**config.mk**
```make
export PLATFORM = sky130hd
export DESIGN_NAME = radix_prefixed_integer_parser_unit
export DESIGN_NICKNAME = d
export VERILOG_FILES = /design/src/design/rpip_pkg.sv /design/src/design/rpip_front.sv /design/src/design/rpip_fifo.sv /design/src/design/rpip_back.sv /design/src/design/radix_prefixed_integer_parser_unit.sv
export SDC_FILE = /design/constraint.sdc
export NUM_CORES = 1
export LEC_CHECK = 0
export BUFFER_PORTS_ARGS = -buffer_cell sky130_fd_sc_hd__buf_2
export CORE_UTILIZATION = 50
export CTS_BUF_LIST = sky130_fd_sc_hd__clkbuf_8
export DETAILED_ROUTE_END_ITERATION = 10
export GPL_TIMING_DRIVEN = 1
export PLACE_DENSITY = 0.75
export SLEW_MARGIN = 20
export SYNTH_ARGS = -nofsm -noshare
export SYNTH_HDL_FRONTEND = slang
export SYNTH_SLANG_ARGS = --single-unit
export TNS_END_PERCENT = 100
```
**constraint.sdc**
```tcl
create_clock -name clk_i -period 7.05 [get_ports clk_i]
set_clock_uncertainty 0.1 [all_clocks]
set_input_delay 0.3525 -clock clk_i [delete_from_list [all_inputs] [get_ports clk_i]]
set_output_delay 0.3525 -clock clk_i [all_outputs]
set_load 0.005 [all_outputs]
```
**src/design/rpip_pkg.sv**
```systemverilog
// Package for the radix-prefixed integer parser.
// Holds the value width, the queue geometry, the ASCII and radix codes, the queue entry type and a digit decoder.
// No dependencies.
`timescale 1ns / 1ps

package rpip_pkg;

  // Width of the parsed value; digits wrap modulo 2^ValueBits
  localparam int unsigned ValueBits = 32;

  // Queue between the front and the back
  localparam int unsigned QDepth     = 4;
  localparam int unsigned QPtrBits   = $clog2(QDepth);
  localparam int unsigned QCountBits = $clog2(QDepth + 1);

  // ASCII codes the front looks for
  localparam logic [7:0] ChNul   = 8'h00;
  localparam logic [7:0] ChTab   = 8'h09;
  localparam logic [7:0] ChSpace = 8'h20;
  localparam logic [7:0] ChMinus = 8'h2D;
  localparam logic [7:0] ChHex   = 8'h24;  // '$'
  localparam logic [7:0] ChBin   = 8'h25;  // '%'
  localparam logic [7:0] ChZero  = 8'h30;
  localparam logic [7:0] ChNine  = 8'h39;
  localparam logic [7:0] ChOne   = 8'h31;
  localparam logic [7:0] ChLowA  = 8'h61;
  localparam logic [7:0] ChLowF  = 8'h66;
  localparam logic [7:0] ChCase  = 8'h20;  // case-fold bit

  typedef enum logic [1:0] {
    RX_DEC = 2'd0,
    RX_HEX = 2'd1,
    RX_BIN = 2'd2
  } radix_e;

  typedef enum logic {
    OP_DIGIT = 1'b0,  // fold one digit into the accumulator
    OP_EMIT  = 1'b1   // string ended: deliver the result, clear the accumulator
  } op_e;

  typedef struct packed {
    op_e        op;
    radix_e     radix;
    logic [3:0] digit;
    logic       neg;
    logic       err;
  } q_entry_t;

  typedef struct packed {
    logic       good;
    logic [3:0] digit;
  } digit_t;

  // Decode one character as a digit of the given radix
  function automatic digit_t decode_digit(logic [7:0] ch, radix_e radix);
    digit_t     res;
    logic [7:0] folded;
    logic [7:0] off;
    res    = '0;
    folded = ch | ChCase;
    off    = ch - ChZero;
    unique case (radix)
      RX_HEX: begin
        if (ch >= ChZero && ch <= ChNine) begin
          res.good  = 1'b1;
          res.digit = off[3:0];
        end else if (folded >= ChLowA && folded <= ChLowF) begin
          res.good  = 1'b1;
          res.digit = 4'(folded - ChLowA) + 4'd10;
        end
      end
      RX_BIN: begin
        res.good  = (ch == ChZero) || (ch == ChOne);
        res.digit = {3'b000, ch[0]};
      end
      default: begin
        res.good  = (ch >= ChZero && ch <= ChNine);
        res.digit = off[3:0];
      end
    endcase
    if (!res.good) begin
      res.digit = '0;
    end
    return res;
  endfunction

endpackage

```
**src/design/rpip_front.sv**
```systemverilog
// Front of the parser: accepts characters and tracks blanks, sign, prefix and errors.
// Pushes digit and end-of-string operations into the queue. Depends on rpip_pkg.
`timescale 1ns / 1ps

module rpip_front (
  input  logic              clk_i,
  input  logic              rst_ni,
  input  logic              in_valid_i,
  output logic              in_ready_o,
  input  logic [7:0]        character_i,
  input  logic              q_full_i,
  output logic              push_o,
  output rpip_pkg::q_entry_t entry_o
);
  import rpip_pkg::*;

  typedef enum logic [1:0] {
    PH_BLANKS = 2'd0,
    PH_SIGNED = 2'd1,
    PH_DIGITS = 2'd2
  } phase_e;

  phase_e phase_q, phase_d;
  radix_e radix_q, radix_d;
  logic   neg_q, neg_d;
  logic   err_q, err_d;
  logic   accept;
  digit_t dec;

  assign in_ready_o = !q_full_i;
  assign accept     = in_valid_i && in_ready_o;

  // Classify the character against the parse state
  always_comb begin
    phase_d = phase_q;
    radix_d = radix_q;
    neg_d   = neg_q;
    err_d   = err_q;
    push_o  = 1'b0;
    entry_o = '{op: OP_DIGIT, radix: radix_q, digit: 4'd0, neg: neg_q, err: err_q};
    dec     = decode_digit(character_i, radix_q);

    if (accept) begin
      if (character_i == ChNul) begin
        // terminator: hand over sign and error, start over
        push_o     = 1'b1;
        entry_o.op = OP_EMIT;
        phase_d    = PH_BLANKS;
        radix_d    = RX_DEC;
        neg_d      = 1'b0;
        err_d      = 1'b0;
      end else begin
        priority if (phase_q == PH_BLANKS &&
                     (character_i == ChSpace || character_i == ChTab)) begin
          // leading blank, dropped
        end else if (phase_q == PH_BLANKS && character_i == ChMinus) begin
          neg_d   = 1'b1;
          phase_d = PH_SIGNED;
        end else if (phase_q != PH_DIGITS && character_i == ChHex) begin
          radix_d = RX_HEX;
          phase_d = PH_DIGITS;
        end else if (phase_q != PH_DIGITS && character_i == ChBin) begin
          radix_d = RX_BIN;
          phase_d = PH_DIGITS;
        end else begin
          // digit position; no prefix seen means decimal
          if (phase_q != PH_DIGITS) begin
            radix_d = RX_DEC;
            dec     = decode_digit(character_i, RX_DEC);
          end
          phase_d = PH_DIGITS;
          if (dec.good) begin
            push_o        = 1'b1;
            entry_o.radix = radix_d;
            entry_o.digit = dec.digit;
          end else begin
            err_d = 1'b1;
          end
        end
      end
    end
  end

  always_ff @(posedge clk_i or negedge rst_ni) begin
    if (!rst_ni) begin
      phase_q <= PH_BLANKS;
      radix_q <= RX_DEC;
      neg_q   <= 1'b0;
      err_q   <= 1'b0;
    end else begin
      phase_q <= phase_d;
      radix_q <= radix_d;
      neg_q   <= neg_d;
      err_q   <= err_d;
    end
  end

endmodule

```
**src/design/rpip_fifo.sv**
```systemverilog
// Short queue of operations between the front and the back of the parser.
// Register-based ring buffer read at its head. Depends on rpip_pkg.
`timescale 1ns / 1ps

module rpip_fifo (
  input  logic                          clk_i,
  input  logic                          rst_ni,
  input  logic                          push_i,
  input  rpip_pkg::q_entry_t            entry_i,
  input  logic                          pop_i,
  output rpip_pkg::q_entry_t            head_o,
  output logic                          empty_o,
  output logic                          full_o,
  output logic [rpip_pkg::QCountBits-1:0] count_o
);
  import rpip_pkg::*;

  q_entry_t               mem_q [QDepth];
  logic [QPtrBits-1:0]    wptr_q, rptr_q;
  logic [QCountBits-1:0]  count_q;
  logic                   do_push, do_pop;

  assign empty_o = (count_q == '0);
  assign full_o  = (count_q == QCountBits'(QDepth));
  assign count_o = count_q;
  assign head_o  = mem_q[rptr_q];
  assign do_push = push_i && !full_o;
  assign do_pop  = pop_i && !empty_o;

  // Storage, no reset needed
  always_ff @(posedge clk_i) begin
    if (do_push) begin
      mem_q[wptr_q] <= entry_i;
    end
  end

  // Pointers and fill count
  always_ff @(posedge clk_i or negedge rst_ni) begin
    if (!rst_ni) begin
      wptr_q  <= '0;
      rptr_q  <= '0;
      count_q <= '0;
    end else begin
      if (do_push) begin
        wptr_q <= wptr_q + QPtrBits'(1);
      end
      if (do_pop) begin
        rptr_q <= rptr_q + QPtrBits'(1);
      end
      if (do_push && !do_pop) begin
        count_q <= count_q + QCountBits'(1);
      end else if (do_pop && !do_push) begin
        count_q <= count_q - QCountBits'(1);
      end
    end
  end

endmodule

```
**src/design/rpip_back.sv**
```systemverilog
// Back of the parser: accumulates digits and delivers the result on end of string.
// Holds the accumulator and the output register. Depends on rpip_pkg.
`timescale 1ns / 1ps

module rpip_back (
  input  logic                                clk_i,
  input  logic                                rst_ni,
  input  rpip_pkg::q_entry_t                  head_i,
  input  logic                                empty_i,
  output logic                                pop_o,
  output logic                                out_valid_o,
  input  logic                                out_ready_i,
  output logic signed [rpip_pkg::ValueBits-1:0] value_o,
  output logic                                ok_o
);
  import rpip_pkg::*;

  logic [ValueBits-1:0] acc_q, acc_d;
  logic [ValueBits-1:0] value_q, result;
  logic                 ok_q;
  logic                 valid_q;
  logic                 slot_free;
  logic [ValueBits-1:0] digit_ext;

  // A digit never waits; a result waits for a free output slot
  assign slot_free = !valid_q || out_ready_i;
  assign pop_o     = !empty_i && (head_i.op == OP_DIGIT || slot_free);
  assign digit_ext = ValueBits'(head_i.digit);

  // Multiply-add by the radix as shifts and adds
  always_comb begin
    unique case (head_i.radix)
      RX_HEX:  acc_d = (acc_q << 4) | digit_ext;
      RX_BIN:  acc_d = (acc_q << 1) | digit_ext;
      default: acc_d = (acc_q << 3) + (acc_q << 1) + digit_ext;
    endcase
  end

  // Signed result, forced to zero on a syntax error
  always_comb begin
    result = head_i.neg ? (ValueBits'(0) - acc_q) : acc_q;
    if (head_i.err) begin
      result = '0;
    end
  end

  always_ff @(posedge clk_i or negedge rst_ni) begin
    if (!rst_ni) begin
      acc_q   <= '0;
      valid_q <= 1'b0;
    end else begin
      if (pop_o && head_i.op == OP_EMIT) begin
        acc_q   <= '0;
        valid_q <= 1'b1;
      end else begin
        if (pop_o) begin
          acc_q <= acc_d;
        end
        if (out_ready_i) begin
          valid_q <= 1'b0;
        end
      end
    end
  end

  // Result payload
  always_ff @(posedge clk_i) begin
    if (pop_o && head_i.op == OP_EMIT) begin
      value_q <= result;
      ok_q    <= !head_i.err;
    end
  end

  assign out_valid_o = valid_q;
  assign value_o     = value_q;
  assign ok_o        = ok_q;

endmodule

```
**src/design/radix_prefixed_integer_parser_unit.sv**
```systemverilog
// Top level of the radix-prefixed integer parser.
// Instantiates rpip_front, rpip_fifo and rpip_back. Depends on rpip_pkg.
//
// Takes one ASCII character per cycle on the input channel; a 0 byte ends the
// string and produces one result (value, ok) on the output channel. Leading
// blanks are skipped, a '-' negates, '$' selects hex and '%' binary, otherwise
// decimal; digits wrap modulo 2^32, and any bad character yields value 0 with
// ok low. The front classifies a character in the cycle it is accepted and
// the back folds one digit per cycle, so throughput is one character per
// cycle; a 4-entry operation queue between them absorbs output stalls, and the
// input stalls only once that queue is full. A terminator passes through the
// operation queue and then the output register before its result is presented.
`timescale 1ns / 1ps

module radix_prefixed_integer_parser_unit (
  input  logic                                clk_i,
  input  logic                                rst_ni,
  input  logic                                in_valid_i,
  output logic                                in_ready_o,
  input  logic [7:0]                          character_i,
  output logic                                out_valid_o,
  input  logic                                out_ready_i,
  output logic signed [rpip_pkg::ValueBits-1:0] value_o,
  output logic                                ok_o
);
  import rpip_pkg::*;

  q_entry_t              push_entry, head;
  logic                  push, pop, q_empty, q_full;
  logic [QCountBits-1:0] q_count;

  rpip_front u_front (
    .clk_i      (clk_i),
    .rst_ni     (rst_ni),
    .in_valid_i (in_valid_i),
    .in_ready_o (in_ready_o),
    .character_i(character_i),
    .q_full_i   (q_full),
    .push_o     (push),
    .entry_o    (push_entry)
  );

  rpip_fifo u_fifo (
    .clk_i  (clk_i),
    .rst_ni (rst_ni),
    .push_i (push),
    .entry_i(push_entry),
    .pop_i  (pop),
    .head_o (head),
    .empty_o(q_empty),
    .full_o (q_full),
    .count_o(q_count)
  );

  rpip_back u_back (
    .clk_i      (clk_i),
    .rst_ni     (rst_ni),
    .head_i     (head),
    .empty_i    (q_empty),
    .pop_o      (pop),
    .out_valid_o(out_valid_o),
    .out_ready_i(out_ready_i),
    .value_o    (value_o),
    .ok_o       (ok_o)
  );

  // A rejected string always reports zero
  a_err_zero: assert property (@(posedge clk_i) disable iff (!rst_ni)
    (out_valid_o && !ok_o) |-> (value_o == '0))
    else $error("error result with nonzero value");

  // The front never pushes into a full queue
  a_no_overflow: assert property (@(posedge clk_i) disable iff (!rst_ni)
    push |-> !q_full)
    else $error("push into full queue");

  // The back never pops an empty queue
  a_no_underflow: assert property (@(posedge clk_i) disable iff (!rst_ni)
    pop |-> !q_empty)
    else $error("pop from empty queue");

  // Fill count stays within the queue depth
  a_count_range: assert property (@(posedge clk_i) disable iff (!rst_ni)
    q_count <= QCountBits'(QDepth))
    else $error("queue count out of range");

endmodule
```
==> run summary <==
Kind of critical path - flip-flop to flip-flop
I/O Buffers - 46
Max VDD drop - 0.327 mV
Post-synthesis cell count - 855
Max-slew headroom - 34.3%
Status - finished clean
Placeable core area - 16,000 um^2
Vias in the first global route - 6,550
Post-CTS Setup Repair Bufs - 0
Post-synth top area share - 25.0%
Wirelength per Cell - 18.0 um
Worst-margin pin slew - 0.961 ns
Die W - 131 um
RSZ-0062 raised after global routing - no
Mapped Avg Cell Area - 9.68 um^2
CTS buffer count - 17
Post-Syn Area - 8270 um^2
CTS tree - yes
Grt ovf - 0
Vias - 6,847
Async SR Flop Fraction - 40.0%
Setup TNS - 0 ns
Max clock buf depth - 2
WL met3 - 960 um
Worst-path fanout max - 13
Die area - 17,100 um^2
Setup slack at placement - 2.50 ns
Post-cts resize count - 0
Placer Congestion - 0.899
Max Slew Vio Count - 0
Largest cells by area after synthesis - edfxtp_1 25%, dfrtp_1 14%, ha_1 11%, nor2_1 4.0%, nand2_1 3.4%
Fin util - 56.9%
Metal-1 WL - 8780 um
Fmax - 213 MHz
Clock Latency Late Sink - 0.43 ns
DRC viols - 0
Final net count - 969
GRT Util Overall - 24.6%
Yosys warns - 0
Post-synth cell types - 80
Number of antenna diodes - 0
I/O pins - 47
Final WL - 20,000 um
Final count of negative-setup-slack endpoints - 0
P&R area growth vs syn - 10.0%
Min-delay src - character_i[5]
First-pass GRT wire length - 32,400 um
Clock slew at reported path FFs - 0.07 ns
Leakage power - 3.80 nW
Critical Path Start Type - flip-flop
H-tree depth - 4
Final Power - 4.85 mW
Worst r2r src - u_fifo.rptr_q[0]
Layout cells sized above 1 - 13.0%
Top Layer Used - met4
Die H - 131 um
Sink Count - 115
Initial antenna violation count - 0
Hold Crit Class - input port to flip-flop
Synthesized Nets - 944
Critical Path Source - u_fifo.rptr_q[0]
Seq/Total Area, Yosys - 39.0%
Post-DP HPWL - 14,400 um
Routed vias/inst - 6.17
Drt pass-1 iters - 5
EDFF count, synth - 69
CTS Root Cell - clkbuf_8
Fin crit share - 66.4%
Area leader, netlist - edfxtp_1
Starting Density - 51.7%
Seq cells post-synth - 115
Ys flop type - edfxtp_1
Routed Antenna Nets - 0
Max_cap viols - 0
Met2 Wirelength - 9540 um
Critical path data arrival time - 4.90 ns
Row cnt - 46
PnR worst setup slack - 2.37 ns
DR iter-0 viols - 557
Post-layout min period - 4.68 ns
Pwr per Cell Area - 532 nW/um^2
Critical path required time - 7.27 ns
Worst setup EP type - flip-flop
Final Hold Vio Count - 0
Largest net degree at the start of global routing - 72
[routing by layer]
metal | GRT usage [%] | up-vias
li1 | - | 3262
met5 | 0 | -
met4 | 10.6 | 0
met1 | 31.1 | 3292
met3 | 4.93 | 56
met2 | 40.9 | 237
[worst max-delay path, stage by stage (launching register included)]
cell       delay [ns]
dfrtp_1          0.75
mux4_2           0.62
fa_1             0.52
inv_1            0.07
fa_1             0.46
nor2b_1          0.16
o2111ai_1        0.16
a2111oi_0        0.90
o41ai_1          0.28
xor2_1           0.20
nand2_1          0.07
a32o_1           0.28
[where the power goes]
part | internal [mW] | total, mW | leakage, nW | switching, mW
Clock | 0.419 | 0.687 | 0.234 | 0.268
Combinational | 1.18 | 2.88 | 2.33 | 1.70
Sequential | 1.00 | 1.28 | 1.24 | 0.282
Total | 2.60 | 4.85 | 3.80 | 2.25
[registers in the layout (all words and copies together) (netlist names)]
name and count:
u_fifo.mem_q 36, u_back.acc_q 32, u_back.value_o 32, u_fifo.count_o 3, u_fifo.rptr_q 2, u_fifo.wptr_q 2, u_front.phase_q 2, u_front.radix_q 2
u_back.ok_o 1, u_back.out_valid_o 1, u_front.err_q 1, u_front.neg_q 1
[per-stage QoR]
| step | std cells | hold WS, ns | area (um^2) |
|---|---|---|---|
| 2_1_floorplan | 855 | -0.0431 | 8270 |
| 3_3_place_gp | 1076 | 0.381 | 8650 |
| 3_5_place_dp | 1076 | 0.391 | 8650 |
| 4_1_cts | 1109 | 0.246 | 9100 |
| 5_1_grt | 1109 | 0.274 | 9100 |
| 6_report | 1109 | 0.254 | 9100 |
[path summary, 6_finish.rpt]
path,end,slack (ns),cells after the start
max,u_back.acc_q[26],2.37,11
min,u_front.phase_q[1],0.25,3
max reg2reg,u_back.acc_q[26],2.37,11
min reg2reg,u_fifo.count_o[2],0.40,1
max in group asynchronous,u_back.acc_q[19],5.89,3
min in group asynchronous,u_back.acc_q[28],0.44,3
[cell type report]
class / count / area [um^2]
clock buffers: 21 / 289
well taps: 216 / 270
flip-flops and latches: 115 / 3220
inverters: 33 / 124
clock inverters: 11 / 159
fillers: 1422 / 6900
multi-input cells: 658 / 4740
repair buffers: 55 / 300
[synthesized netlist by cell type, types with 5 or more instances]
master	instances
xor2_1	25
dfrtp_1	46
or3_1	9
clkbuf_1	40
inv_1	33
a221o_1	13
o31ai_1	12
and3_1	7
o211ai_1	7
mux4_2	8
ha_1	74
nor3_1	17
nand2_1	75
nand3_1	12
nor4_1	8
xnor2_1	27
a31oi_1	8
a21o_1	14
edfxtp_1	69
a221oi_1	15
nand2b_1	5
o21a_1	10
a211oi_1	7
a32o_1	6
mux2i_1	7
buf_1	5
nor2b_1	8
nor2_1	88
o21ai_0	46
nand4_1	9
a21oi_1	56
[what timing repair did]
| item | CTS | global route |
|---|---|---|
| hold buffers | 1 | 0 |
| endpoints found under the setup margin | 0 | 0 |
| endpoints found under the hold margin | 46 | 0 |
[logic make-up after synthesis]
logic type,after synthesis,share of synthesized area [%]
compound gates,244,20.7
flops,115,39.0
fa+ha+maj,77,11.9
simple gates,267,15.6
xor+xnor,52,5.50
mux,18,3.43
buf+inv,82,3.86
[cell usage in the layout, fill, tap and decap left out, types with 8 or more instances in the layout]
| master | synthesis | final |
|---|---|---|
| a21o_1 | 14 | 14 |
| a21oi_1 | 56 | 56 |
| a221o_1 | 13 | 13 |
| a221oi_1 | 15 | 15 |
| a31oi_1 | 8 | 8 |
| buf_2 | 2 | 46 |
| buf_4 | 0 | 8 |
| clkbuf_8 | 0 | 21 |
| dfrtp_1 | 46 | 46 |
| edfxtp_1 | 69 | 69 |
| ha_1 | 74 | 73 |
| inv_1 | 33 | 35 |
| mux4_2 | 8 | 8 |
| nand2_1 | 75 | 75 |
| nand3_1 | 12 | 12 |
| nand4_1 | 9 | 9 |
| nor2_1 | 88 | 88 |
| nor2b_1 | 8 | 8 |
| nor3_1 | 17 | 17 |
| nor4_1 | 8 | 8 |
| o21a_1 | 10 | 10 |
| o21ai_0 | 46 | 46 |
| o31ai_1 | 12 | 12 |
| or3_1 | 9 | 9 |
| xnor2_1 | 27 | 27 |
| xor2_1 | 25 | 25 |
(Power assumes the default switching activity.)
